--- src/hw/rtl/clt_pkg.sv ---
`timescale 1ns / 1ps

package clt_pkg;

  // Token counter width; the count shown on the result saturates at 255.
  localparam int unsigned COUNT_BITS = 8;
  localparam int unsigned CntExtW    = COUNT_BITS + 8;

  localparam logic [7:0] ChBackslash = 8'h5C;
  localparam logic [7:0] ChSquote    = 8'h27;
  localparam logic [7:0] ChDquote    = 8'h22;
  localparam logic [7:0] ChSpace     = 8'h20;
  localparam logic [7:0] ChN         = 8'h6E;
  localparam logic [7:0] ChR         = 8'h72;
  localparam logic [7:0] ChT         = 8'h74;
  localparam logic [7:0] ChZero      = 8'h30;
  localparam logic [7:0] ChXLower    = 8'h78;
  localparam logic [7:0] ChXUpper    = 8'h58;
  localparam logic [7:0] ChLf        = 8'h0A;
  localparam logic [7:0] ChCr        = 8'h0D;
  localparam logic [7:0] ChTab       = 8'h09;
  localparam logic [7:0] ChNul       = 8'h00;

  typedef enum logic [2:0] {
    MODE_NORMAL = 3'd0,
    MODE_ESCAPE = 3'd1,
    MODE_HEX_HI = 3'd2,
    MODE_HEX_LO = 3'd3,
    MODE_FAILED = 3'd4
  } mode_e;

  typedef enum logic [1:0] {
    QUOTE_NONE   = 2'd0,
    QUOTE_SINGLE = 2'd1,
    QUOTE_DOUBLE = 2'd2
  } quote_e;

  typedef enum logic [1:0] {
    KIND_BYTE      = 2'd0,
    KIND_TOKEN_END = 2'd1,
    KIND_LINE_DONE = 2'd2,
    KIND_ERROR     = 2'd3
  } kind_e;

  typedef struct packed {
    mode_e                 mode;
    quote_e                quote;
    logic                  tok_open;
    logic [3:0]            hex_high;
    logic [COUNT_BITS-1:0] tokens;
  } parse_state_t;

  typedef struct packed {
    kind_e      kind;
    logic [7:0] value;
    logic [7:0] count;
  } result_t;

  localparam parse_state_t StateReset = '{
    mode:     MODE_NORMAL,
    quote:    QUOTE_NONE,
    tok_open: 1'b0,
    hex_high: 4'h0,
    tokens:   '0
  };

  // Hex digit decode: bit 4 flags a valid digit, bits 3:0 give its value.
  function automatic logic [4:0] hex_digit(input logic [7:0] c);
    logic [4:0] r;
    r = 5'h00;
    if (c >= 8'h30 && c <= 8'h39) begin
      r = {1'b1, c[3:0]};
    end else if ((c >= 8'h61 && c <= 8'h66) || (c >= 8'h41 && c <= 8'h46)) begin
      r = {1'b1, c[3:0] + 4'd9};
    end
    return r;
  endfunction

  function automatic logic is_blank(input logic [7:0] c);
    return (c == 8'h20) || (c >= 8'h09 && c <= 8'h0D);
  endfunction

  // Count as shown on the result port, clipped at 255.
  function automatic logic [7:0] shown_count(input logic [COUNT_BITS-1:0] t);
    logic [CntExtW-1:0] ext;
    ext = CntExtW'(t);
    return (ext > CntExtW'(255)) ? 8'hFF : ext[7:0];
  endfunction

endpackage

--- src/hw/rtl/clt_step.sv ---
`timescale 1ns / 1ps

// Next parse state and optional result for one item.
module clt_step (
  input  logic [7:0]            char_in_i,
  input  logic                  line_end_i,
  input  clt_pkg::parse_state_t state_i,
  output clt_pkg::parse_state_t state_o,
  output logic                  res_valid_o,
  output clt_pkg::result_t      res_o
);

  logic [clt_pkg::COUNT_BITS-1:0] tok_inc;
  logic [4:0]                     hex;
  clt_pkg::quote_e                q_char;
  logic                           is_quote;

  assign tok_inc  = (state_i.tokens == '1) ? state_i.tokens
                                           : state_i.tokens + 1'b1;
  assign hex      = clt_pkg::hex_digit(char_in_i);
  assign is_quote = (char_in_i == clt_pkg::ChSquote) || (char_in_i == clt_pkg::ChDquote);
  assign q_char   = (char_in_i == clt_pkg::ChSquote) ? clt_pkg::QUOTE_SINGLE
                                                     : clt_pkg::QUOTE_DOUBLE;

  always_comb begin
    state_o     = state_i;
    res_valid_o = 1'b0;
    res_o       = '{kind: clt_pkg::KIND_BYTE, value: 8'h00,
                    count: clt_pkg::shown_count(state_i.tokens)};

    if (line_end_i) begin
      // end of line: report and clear everything
      state_o     = clt_pkg::StateReset;
      res_valid_o = 1'b1;
      if (state_i.mode != clt_pkg::MODE_NORMAL) begin
        res_o.kind  = clt_pkg::KIND_ERROR;
        res_o.count = 8'h00;
      end else begin
        res_o.kind  = clt_pkg::KIND_LINE_DONE;
        res_o.count = clt_pkg::shown_count(state_i.tok_open ? tok_inc : state_i.tokens);
      end
    end else begin
      unique case (state_i.mode)
        clt_pkg::MODE_FAILED: begin
          // rest of a failed line is dropped
        end
        clt_pkg::MODE_ESCAPE: begin
          state_o.mode = clt_pkg::MODE_NORMAL;
          res_valid_o  = 1'b1;
          state_o.tok_open = 1'b1;
          unique case (char_in_i)
            clt_pkg::ChN:    res_o.value = clt_pkg::ChLf;
            clt_pkg::ChR:    res_o.value = clt_pkg::ChCr;
            clt_pkg::ChT:    res_o.value = clt_pkg::ChTab;
            clt_pkg::ChZero: res_o.value = clt_pkg::ChNul;
            clt_pkg::ChSquote, clt_pkg::ChDquote, clt_pkg::ChSpace: begin
              res_o.value = char_in_i;
            end
            clt_pkg::ChXLower, clt_pkg::ChXUpper: begin
              state_o.mode     = clt_pkg::MODE_HEX_HI;
              state_o.tok_open = state_i.tok_open;
              res_valid_o      = 1'b0;
            end
            default: begin
              state_o.mode     = clt_pkg::MODE_FAILED;
              state_o.tok_open = state_i.tok_open;
              state_o.hex_high = 4'h0;
              res_o.kind       = clt_pkg::KIND_ERROR;
              res_o.count      = 8'h00;
            end
          endcase
        end
        clt_pkg::MODE_HEX_HI: begin
          if (hex[4]) begin
            state_o.hex_high = hex[3:0];
            state_o.mode     = clt_pkg::MODE_HEX_LO;
          end else begin
            state_o.mode     = clt_pkg::MODE_FAILED;
            state_o.hex_high = 4'h0;
            res_valid_o      = 1'b1;
            res_o.kind       = clt_pkg::KIND_ERROR;
            res_o.count      = 8'h00;
          end
        end
        clt_pkg::MODE_HEX_LO: begin
          res_valid_o      = 1'b1;
          state_o.hex_high = 4'h0;
          if (hex[4]) begin
            state_o.mode     = clt_pkg::MODE_NORMAL;
            state_o.tok_open = 1'b1;
            res_o.value      = {state_i.hex_high, hex[3:0]};
          end else begin
            state_o.mode = clt_pkg::MODE_FAILED;
            res_o.kind   = clt_pkg::KIND_ERROR;
            res_o.count  = 8'h00;
          end
        end
        clt_pkg::MODE_NORMAL: begin
          if (char_in_i == clt_pkg::ChBackslash) begin
            state_o.mode = clt_pkg::MODE_ESCAPE;
          end else if (is_quote) begin
            // open, close, or literal other quote
            if (state_i.quote == clt_pkg::QUOTE_NONE) begin
              state_o.quote = q_char;
            end else if (state_i.quote != q_char) begin
              res_valid_o      = 1'b1;
              res_o.value      = char_in_i;
              state_o.tok_open = 1'b1;
            end else begin
              state_o.quote = clt_pkg::QUOTE_NONE;
            end
          end else if (state_i.quote == clt_pkg::QUOTE_NONE &&
                       clt_pkg::is_blank(char_in_i)) begin
            if (state_i.tok_open) begin
              state_o.tok_open = 1'b0;
              state_o.tokens   = tok_inc;
              res_valid_o      = 1'b1;
              res_o.kind       = clt_pkg::KIND_TOKEN_END;
              res_o.count      = clt_pkg::shown_count(tok_inc);
            end
          end else begin
            res_valid_o      = 1'b1;
            res_o.value      = char_in_i;
            state_o.tok_open = 1'b1;
          end
        end
        default: begin
          state_o.mode = clt_pkg::MODE_FAILED;
        end
      endcase
    end
  end

endmodule

--- src/hw/rtl/clt_out_buf.sv ---
`timescale 1ns / 1ps

// Result register with a skid entry; ready depends only on local state.
module clt_out_buf (
  input  logic             clk_i,
  input  logic             rst_ni,
  input  logic             push_i,
  input  clt_pkg::result_t data_i,
  output logic             ready_o,
  output logic             valid_o,
  input  logic             ready_i,
  output clt_pkg::result_t data_o
);

  logic             main_valid_q, main_valid_d;
  logic             skid_valid_q, skid_valid_d;
  clt_pkg::result_t main_q, main_d;
  clt_pkg::result_t skid_q, skid_d;
  logic             pop;

  assign pop     = main_valid_q & ready_i;
  assign ready_o = ~skid_valid_q;
  assign valid_o = main_valid_q;
  assign data_o  = main_q;

  // next-state for main and skid entries
  always_comb begin
    main_valid_d = main_valid_q;
    skid_valid_d = skid_valid_q;
    main_d       = main_q;
    skid_d       = skid_q;
    if (skid_valid_q) begin
      if (pop) begin
        main_d       = skid_q;
        skid_valid_d = 1'b0;
      end
    end else if (push_i) begin
      if (!main_valid_q || pop) begin
        main_d       = data_i;
        main_valid_d = 1'b1;
      end else begin
        skid_d       = data_i;
        skid_valid_d = 1'b1;
      end
    end else if (pop) begin
      main_valid_d = 1'b0;
    end
  end

  always_ff @(posedge clk_i or negedge rst_ni) begin
    if (!rst_ni) begin
      main_valid_q <= 1'b0;
      skid_valid_q <= 1'b0;
    end else begin
      main_valid_q <= main_valid_d;
      skid_valid_q <= skid_valid_d;
    end
  end

  always_ff @(posedge clk_i) begin
    main_q <= main_d;
    skid_q <= skid_d;
  end

endmodule

--- src/hw/rtl/command_line_tokenizer.sv ---
`timescale 1ns / 1ps
// Each result is registered into the output buffer (main or skid entry) as its item is accepted.
// Throughput: one item per cycle while in_ready_o is high; the parse state register closes the loop.
// A two-entry output buffer (main plus skid) keeps items flowing while the consumer stalls, until both fill.
// Reset (rst_ni low, asynchronous): parser back to normal mode, no quote, count 0,
// output buffer empty.
module command_line_tokenizer (
  input  logic       clk_i,
  input  logic       rst_ni,
  input  logic       in_valid_i,
  output logic       in_ready_o,
  input  logic [7:0] char_in_i,
  input  logic       line_end_i,
  output logic       out_valid_o,
  input  logic       out_ready_i,
  output logic [1:0] kind_o,
  output logic [7:0] value_o,
  output logic [7:0] token_count_o
);

  clt_pkg::parse_state_t state_q, state_d;
  logic                  res_valid;
  clt_pkg::result_t      res;
  clt_pkg::result_t      out_data;
  logic                  accept;

  assign accept = in_valid_i & in_ready_o;

  clt_step u_step (
    .char_in_i  (char_in_i),
    .line_end_i (line_end_i),
    .state_i    (state_q),
    .state_o    (state_d),
    .res_valid_o(res_valid),
    .res_o      (res)
  );

  // parse state advances on every accepted item
  always_ff @(posedge clk_i or negedge rst_ni) begin
    if (!rst_ni) begin
      state_q <= clt_pkg::StateReset;
    end else if (accept) begin
      state_q <= state_d;
    end
  end

  clt_out_buf u_out (
    .clk_i  (clk_i),
    .rst_ni (rst_ni),
    .push_i (accept & res_valid),
    .data_i (res),
    .ready_o(in_ready_o),
    .valid_o(out_valid_o),
    .ready_i(out_ready_i),
    .data_o (out_data)
  );

  assign kind_o        = out_data.kind;
  assign value_o       = out_data.value;
  assign token_count_o = out_data.count;

endmodule

--- config.mk ---
export PLATFORM = sky130hd
export DESIGN_NAME = command_line_tokenizer
export DESIGN_NICKNAME = d
export VERILOG_FILES = /design/src/hw/rtl/clt_pkg.sv /design/src/hw/rtl/clt_step.sv /design/src/hw/rtl/clt_out_buf.sv /design/src/hw/rtl/command_line_tokenizer.sv
export SDC_FILE = /design/constraint.sdc
export NUM_CORES = 1
export LEC_CHECK = 0
export ABC_AREA = 1
export BUFFER_PORTS_ARGS = -buffer_cell sky130_fd_sc_hd__buf_4
export CORE_MARGIN = 1
export CORE_UTILIZATION = 55
export CTS_BUF_LIST = sky130_fd_sc_hd__clkbuf_4 sky130_fd_sc_hd__clkbuf_8 sky130_fd_sc_hd__clkbuf_16
export DETAILED_ROUTE_END_ITERATION = 10
export PLACE_DENSITY = 0.85
export SYNTH_ARGS = -nofsm -noshare
export SYNTH_HDL_FRONTEND = slang
export SYNTH_HIERARCHICAL = 1
export SYNTH_SLANG_ARGS = --single-unit
--- constraint.sdc ---
create_clock -name clk_i -period 4.75 [get_ports clk_i]
set_input_delay 0.2375 -clock clk_i [delete_from_list [all_inputs] [get_ports clk_i]]
set_output_delay 0.2375 -clock clk_i [all_outputs]
set_load 0.03 [all_outputs]
Word-level counts from Yosys, hierarchy flattened
Index checks and enable logic that the tools add are counted.
{"block": "word_totals", "reg_bits": 56, "input_bits": 13, "out_inout_bits": 20}
{"block": "classes", "addsub": 2, "n_lt_le_gt_ge": 8, "n_eq_ne": 28, "muxes": 73, "bitwise_logic": 5, "reduce_logical": 33}
{"operator": "$mux 8", "n": 16}
{"operator": "$mux 18", "n": 6}
{"operator": "$eq 8x7->1 const B", "n": 6}
{"operator": "$pmux 8 s3", "n": 2}
{"operator": "$eq 8x6->1 const B", "n": 4}
{"operator": "$pmux 8 s4", "n": 1}
{"operator": "$mux 1", "n": 24}
{"operator": "$mux 2", "n": 10}
{"operator": "$reduce_and 3->1", "n": 6}
{"operator": "$ge 8x7->1 const B", "n": 2}
{"operator": "$le 8x7->1 const B", "n": 2}
{"operator": "$pmux 3 s5", "n": 1}
{"operator": "$mux 3", "n": 4}
{"operator": "$pmux 4 s3", "n": 1}
{"operator": "$mux 5", "n": 2}
{"operator": "$reduce_bool 2->1", "n": 5}
{"operator": "$ne 3x2->1 const B", "n": 3}
{"operator": "$ne 3x3->1 const B", "n": 3}
{"operator": "$reduce_or 9->1", "n": 1}
{"operator": "$add 8x1->8 const B", "n": 1}
{"operator": "$eq 8x8->1 const B", "n": 1}
{"operator": "$ge 8x4->1 const B", "n": 1}
{"operator": "$ge 8x6->1 const B", "n": 1}
{"operator": "$le 8x4->1 const B", "n": 1}
{"operator": "other kinds (27)", "n": 45}

Longest topological paths before layout
{"block": "logic_depth", "depth_word": 12, "mapped_depth": 16, "ltp_nobuf": 15}

Cells and area by module
Netlist, hierarchy kept.
{"mod": "clt_step", "n_inst": 1, "cells_per_inst": 361, "area_per_inst_um2": 1654.1}
{"mod": "clt_out_buf", "n_inst": 1, "cells_per_inst": 112, "area_per_inst_um2": 1436.4}
{"mod": "command_line_tokenizer", "n_inst": 1, "cells_per_inst": 80, "area_per_inst_um2": 770.7}

Worst setup path after synthesis
OpenSTA, ideal clock, no wires.
{"block": "synth_timing", "kind": "register -> register", "start": "register state_q[17] in the netlist's numbering", "end": "register u_out.main_q (netlist bit u_out/data_o[0]) (enable)", "setup_ns": 0.393, "t_arrival_ns": 2.378, "slack_ns": 1.979, "stages_incl_launch_ff": 12, "n_path_buf": 0, "synth_period_minus_slack_ns": 2.771, "path_cell_list": "dfrtp_1 -> nor3_4 -> nand2_1 -> nor2_1 -> o21ai_0 -> o2111ai_1 -> inv_1 -> nor2_2 -> inv_1 -> nand2_1 -> nand2_1 -> nor2_1"}
{"block": "synth_via", "elab_chain_cells": 6}
{"element": "start, declared", "line": "command_line_tokenizer.sv:21", "source": "clt_pkg::parse_state_t state_q, state_d;"}
{"element": "start signal, assigned", "line": "command_line_tokenizer.sv:41", "source": "state_q <= clt_pkg::StateReset;"}
{"element": "start signal, assigned", "line": "command_line_tokenizer.sv:43", "source": "state_q <= state_d;"}
{"element": "$eq 3x2->1, or another cell as far along", "line": "clt_step.sv:43", "source": "unique case (state_i.mode)"}
{"element": "$pmux 1 s4 (*)", "line": "clt_step.sv:43"}
{"element": "$mux 1 (*)", "line": "clt_step.sv:31", "source": "if (line_end_i) begin"}
{"element": "named net res_valid", "line": "command_line_tokenizer.sv:22", "source": "logic res_valid;"}
{"element": "$and 1x1->1 (*)", "line": "command_line_tokenizer.sv:50", "source": ".push_i (accept & res_valid),"}
{"element": "$reduce_bool 2->1 (no line) (*)"}
{"element": "$reduce_and 3->1 (no line) (*)"}
{"element": "end signal, assigned", "line": "clt_out_buf.sv:61", "source": "main_q <= main_d;"}
{"element": "end, declared", "line": "clt_out_buf.sv:17", "source": "clt_pkg::result_t main_q, main_d;"}
The timed path passes the listed nets; every way through them passes the cells marked *.
A chain may end at the register's enable or synchronous reset.

Worst setup path after layout
{"block": "layout_timing", "start": "register state_q[17] in the netlist's numbering", "end": "register u_out/skid_q[7] in the netlist's numbering (enable)"}
{"block": "layout_via", "elab_chain_cells": 5}
{"element": "$eq 3x2->1, or another cell as far along", "line": "clt_step.sv:43"}
{"element": "$pmux 1 s4 (*)", "line": "clt_step.sv:43"}
{"element": "$mux 1 (*)", "line": "clt_step.sv:31"}
{"element": "named net res_valid", "line": "command_line_tokenizer.sv:22"}
{"element": "$and 1x1->1 (*)", "line": "command_line_tokenizer.sv:50"}
{"element": "$reduce_and 3->1 (no line) (*)"}
{"element": "end signal, assigned", "line": "clt_out_buf.sv:62", "source": "skid_q <= skid_d;"}
{"element": "end, declared", "line": "clt_out_buf.sv:18", "source": "clt_pkg::result_t skid_q, skid_d;"}
Marked as above.

==> PnR_summary.wiki <==
{| class="wikitable"
! Metric !! Value
|-
| Clock tree buffer depth || 2
|-
| Final-report setup violation count || 0
|-
| Maximum number of pins on one net before global-route repair || 41
|-
| Total global routing overflow || 0
|-
| Hold Path Depth || 4
|-
| Number of ports placed on the die boundary || 33
|-
| Worst reg-to-reg path cell count || 11
|-
| Proportion of synthesized chip area in sequential cells || 41.0%
|-
| Routed vias/inst || 5.51
|-
| Worst reg2reg path startpoint || state_q[17]$_DFFE_PN0P_
|-
| Max-Cap Viols || 0
|-
| Critical Path Max Stage Delay || 470 ps
|-
| Final nets || 598
|-
| Post-synthesis cell count || 553
|-
| Maximum frequency from static timing analysis || 0.371 GHz
|-
| # clock sinks || 56
|-
| Final critical path time including I/O delays and setup || 2700 ps
|-
| Run status || finished, final reports clean
|-
| Die span in y || 85.8 um
|-
| Core area || 0.00679 mm2
|-
| Count of buffering cells on the critical path with inverters included || 3
|-
| Post-CTS Resized || 0
|-
| Number of standard-cell rows in the floorplan || 30
|-
| Peak supply drop || 0.152 mV
|-
| Initial detailed-routing violation count || 384
|-
| RSZ-0062 raised after global routing || false
|-
| Number of global-route vias before repair || 3,465
|-
| Kind of path behind the tightest hold check || in -> reg
|-
| Post-placement cell count || 668
|-
| Stages on worst setup path || 11
|-
| DR DRC count || 0
|-
| Final Routed Wirelength || 9430 um
|-
| Maximum fanout count along the critical path || 19
|-
| Number of clock buffers inserted by TritonCTS || 5
|-
| Setup TNS || 0 ps
|-
| Post-CTS setup buffer count || 0
|-
| Final-report hold violation count || 0
|-
| Slew at the pin closest to its max-slew limit || 738 ps
|-
| 1st-pass router iterations || 5
|-
| Post-route clock period utilization || 56.8%
|-
| Area occupied by registers || 0.00158 mm2
|-
| PwrDens || 387 mW/mm2
|-
| Cell chosen for the clock root || clkbuf_8
|-
| Worst Path Arrival || 2710 ps
|-
| TritonCTS clock tree || built
|-
| Die area || 0.00736 mm2
|-
| Final Non-Filler Cells || 677
|-
| Number of filler instances in the final layout || 629
|-
| Worst path top cell family by delay || simple AND/OR/NAND/NOR gates
|-
| Overall die width || 85.8 um
|-
| Flip-flop and latch count after synthesis || 56
|-
| Clock insertion delay at the later pin of the skew report || 310 ps
|-
| Area of the multi-input gates || 0.00195 mm2
|-
| N_diodes || 0
|-
| Netlist area before placement || 0.00386 mm2
|-
| Critical hold path startpoint || out_ready_i
|-
| H-tree depth || 2
|-
| HPWL Detailed || 7000 um
|-
| Aggregate global-route resource usage || 27.3%
|-
| Worst path cell trace || nor3_4 -> buf_4 -> nand2_1 -> nor2_1 -> o21ai_0 -> o2111ai_1 -> inv_1 -> nor2_2 -> nand2_1 -> nor2_1 -> buf_4
|-
| Pre-CTS worst setup slack || 2080 ps
|-
| Share of layout cells above drive strength 1 || 10.8%
|-
| Cell at the slowest stage of the critical path || dfrtp_1
|-
| Mean instance size in the synthesized netlist || 6.98 um2
|-
| Worst slack on hold paths || 199 ps
|-
| Final slew viol count || 0
|-
| Crit path capture type || flop
|-
| Setup skew after layout || 13.7 ps
|-
| Normalized max-slew margin || 50.7%
|-
| Overall via count from detail_route || 3,730
|-
| Least setup slack across all paths after layout || 2050 ps
|-
| R2r setup slk || 2050 ps
|-
| Weighted congestion at the end of routability-driven global placement || 0.967
|-
| IO buf count || 32
|-
| Post-CTS Hold Fix Bufs || 1
|-
| Avg WL per Cell || 13.9 um
|-
| Worst path required time || 4760 ps
|-
| Initial Utilization || 56.8%
|-
| R2R Path End || u_out/skid_q[7]$_DFFE_PP_
|-
| Critical path class || reg -> reg
|-
| Antenna violations before repair || 0
|-
| Net count of the mapped netlist || 571
|-
| Warnings from Yosys || 6
|-
| Layout overhead on the synthesized area || 8.94%
|-
| Wire length of the first global-routing pass || 15,900 um
|-
| Leakage power || 2.09 nW
|-
| Min-Delay Endpoint || u_out/skid_valid_q$_DFF_PN0_
|-
| Unique cell type count in the Yosys netlist || 36
|-
| Launching element type of the critical path || flop
|-
| Remaining number of nets flagged by the antenna check after routing || 0
|-
| Clock transition time at the flip-flop clock pins of the worst setup and hold paths || 110 ps
|}
## routing by layer
layer | wire length [um] | global-route usage [%] | vias up
met2 | 4300 | 44.3 | 179
li1 | - | - | 1838
met3 | 726 | 4.43 | 23
met4 | 216 | 9.09 | 0
met1 | 4190 | 37.3 | 1690
met5 | 0 | 0 | -
## final cells by class
class / count / share of cell area (%)
Sequential cell: 56 / 37.6
Timing Repair Buffer: 36 / 6.48
Clock buffer: 5 / 1.64
Tap cell: 96 / 2.86
Multi-Input combinational cell: 431 / 46.5
Clock inverter: 3 / 0.506
Inverter: 50 / 4.46
## placed cells by master (no fill, tap or decap), types with 2 or more instances in the layout
cell type	count
buf_4	35
edfxtp_1	36
nand2_1	222
inv_1	44
nand3_1	69
a21oi_1	25
nand2_2	4
ha_1	5
inv_2	5
clkbuf_8	5
nand4_1	11
nand2_4	2
nor2_2	3
nor2_1	65
nor3_1	5
dfrtp_1	20
o21ai_0	5
## sequential cells by signal, summed over array words and instances, names as in the netlist
signal,count
state_q,18
u_out/data_o,18
u_out/skid_q,18
u_out/skid_valid_q,1
u_out/valid_o,1
## synthesized netlist by cell type (all sizes together)
cell / n / share of area [%]
inv: 49 / 4.8
o2111ai: 1 / 0.23
clkbuf: 7 / 0.94
nand3b: 1 / 0.19
edfxtp: 36 / 28
nor2: 69 / 7.1
o21ai: 7 / 1.2
nand3: 70 / 9.2
dfrtp: 20 / 13
buf: 9 / 2.6
xnor2: 1 / 0.23
nand2: 229 / 23
or2: 1 / 0.16
mux2i: 1 / 0.26
clkinv: 1 / 0.097
nor3: 6 / 1.1
a21oi: 26 / 3.7
ha: 5 / 1.6
xor2: 1 / 0.23
o31ai: 1 / 0.19
o22ai: 1 / 0.16
nand4: 11 / 1.8
## metrics by stage
step	util, %	power (W)	cell area (um2)
after global placement	60.4	0.00135	4110
after detailed placement	60.4	0.00137	4110
final	61.9	0.00163	4210
after CTS	61.9	0.00163	4210
after global routing	61.9	0.00173	4210
after floorplan	-	0.00122	3860
## worst max path at each step
stage	startpoint	endpoint	slack (ps)
after CTS	state_q[17]$_DFFE_PN0P_	u_out/skid_q[17]$_DFFE_PP_	2070
after global placement	char_in_i[0]	u_out/skid_q[4]$_DFFE_PP_	2160
after floorplan	state_q[17]$_DFFE_PN0P_	u_out/data_o[0]$_DFFE_PP_	1980
after global routing	state_q[17]$_DFFE_PN0P_	u_out/skid_q[17]$_DFFE_PP_	1820
after detailed placement	char_in_i[0]	u_out/skid_q[6]$_DFFE_PP_	2080
final	state_q[17]$_DFFE_PN0P_	u_out/skid_q[7]$_DFFE_PP_	2050
## worst min-delay path, delay by kind of cell
kind	cells	cell delay, ps
buf+inv	1	80
simple gates	2	90
compound gates	1	70
## cell families after synthesis
kind of cell	share of synthesized area, %
simple gates	42.8
buf+inv	8.43
flops	41.0
compound gates	5.44
fa+ha+maj	1.62
xor+xnor	0.454
mux	0.259
## where the power goes
part,internal (W),switching (W),leakage (nW)
Sequential,0.000662,0.0000761,0.616
Combinational,0.000190,0.000436,1.43
Clock,0.000105,0.000159,0.0445
No activity file was read; power rests on OpenSTA's default activity.
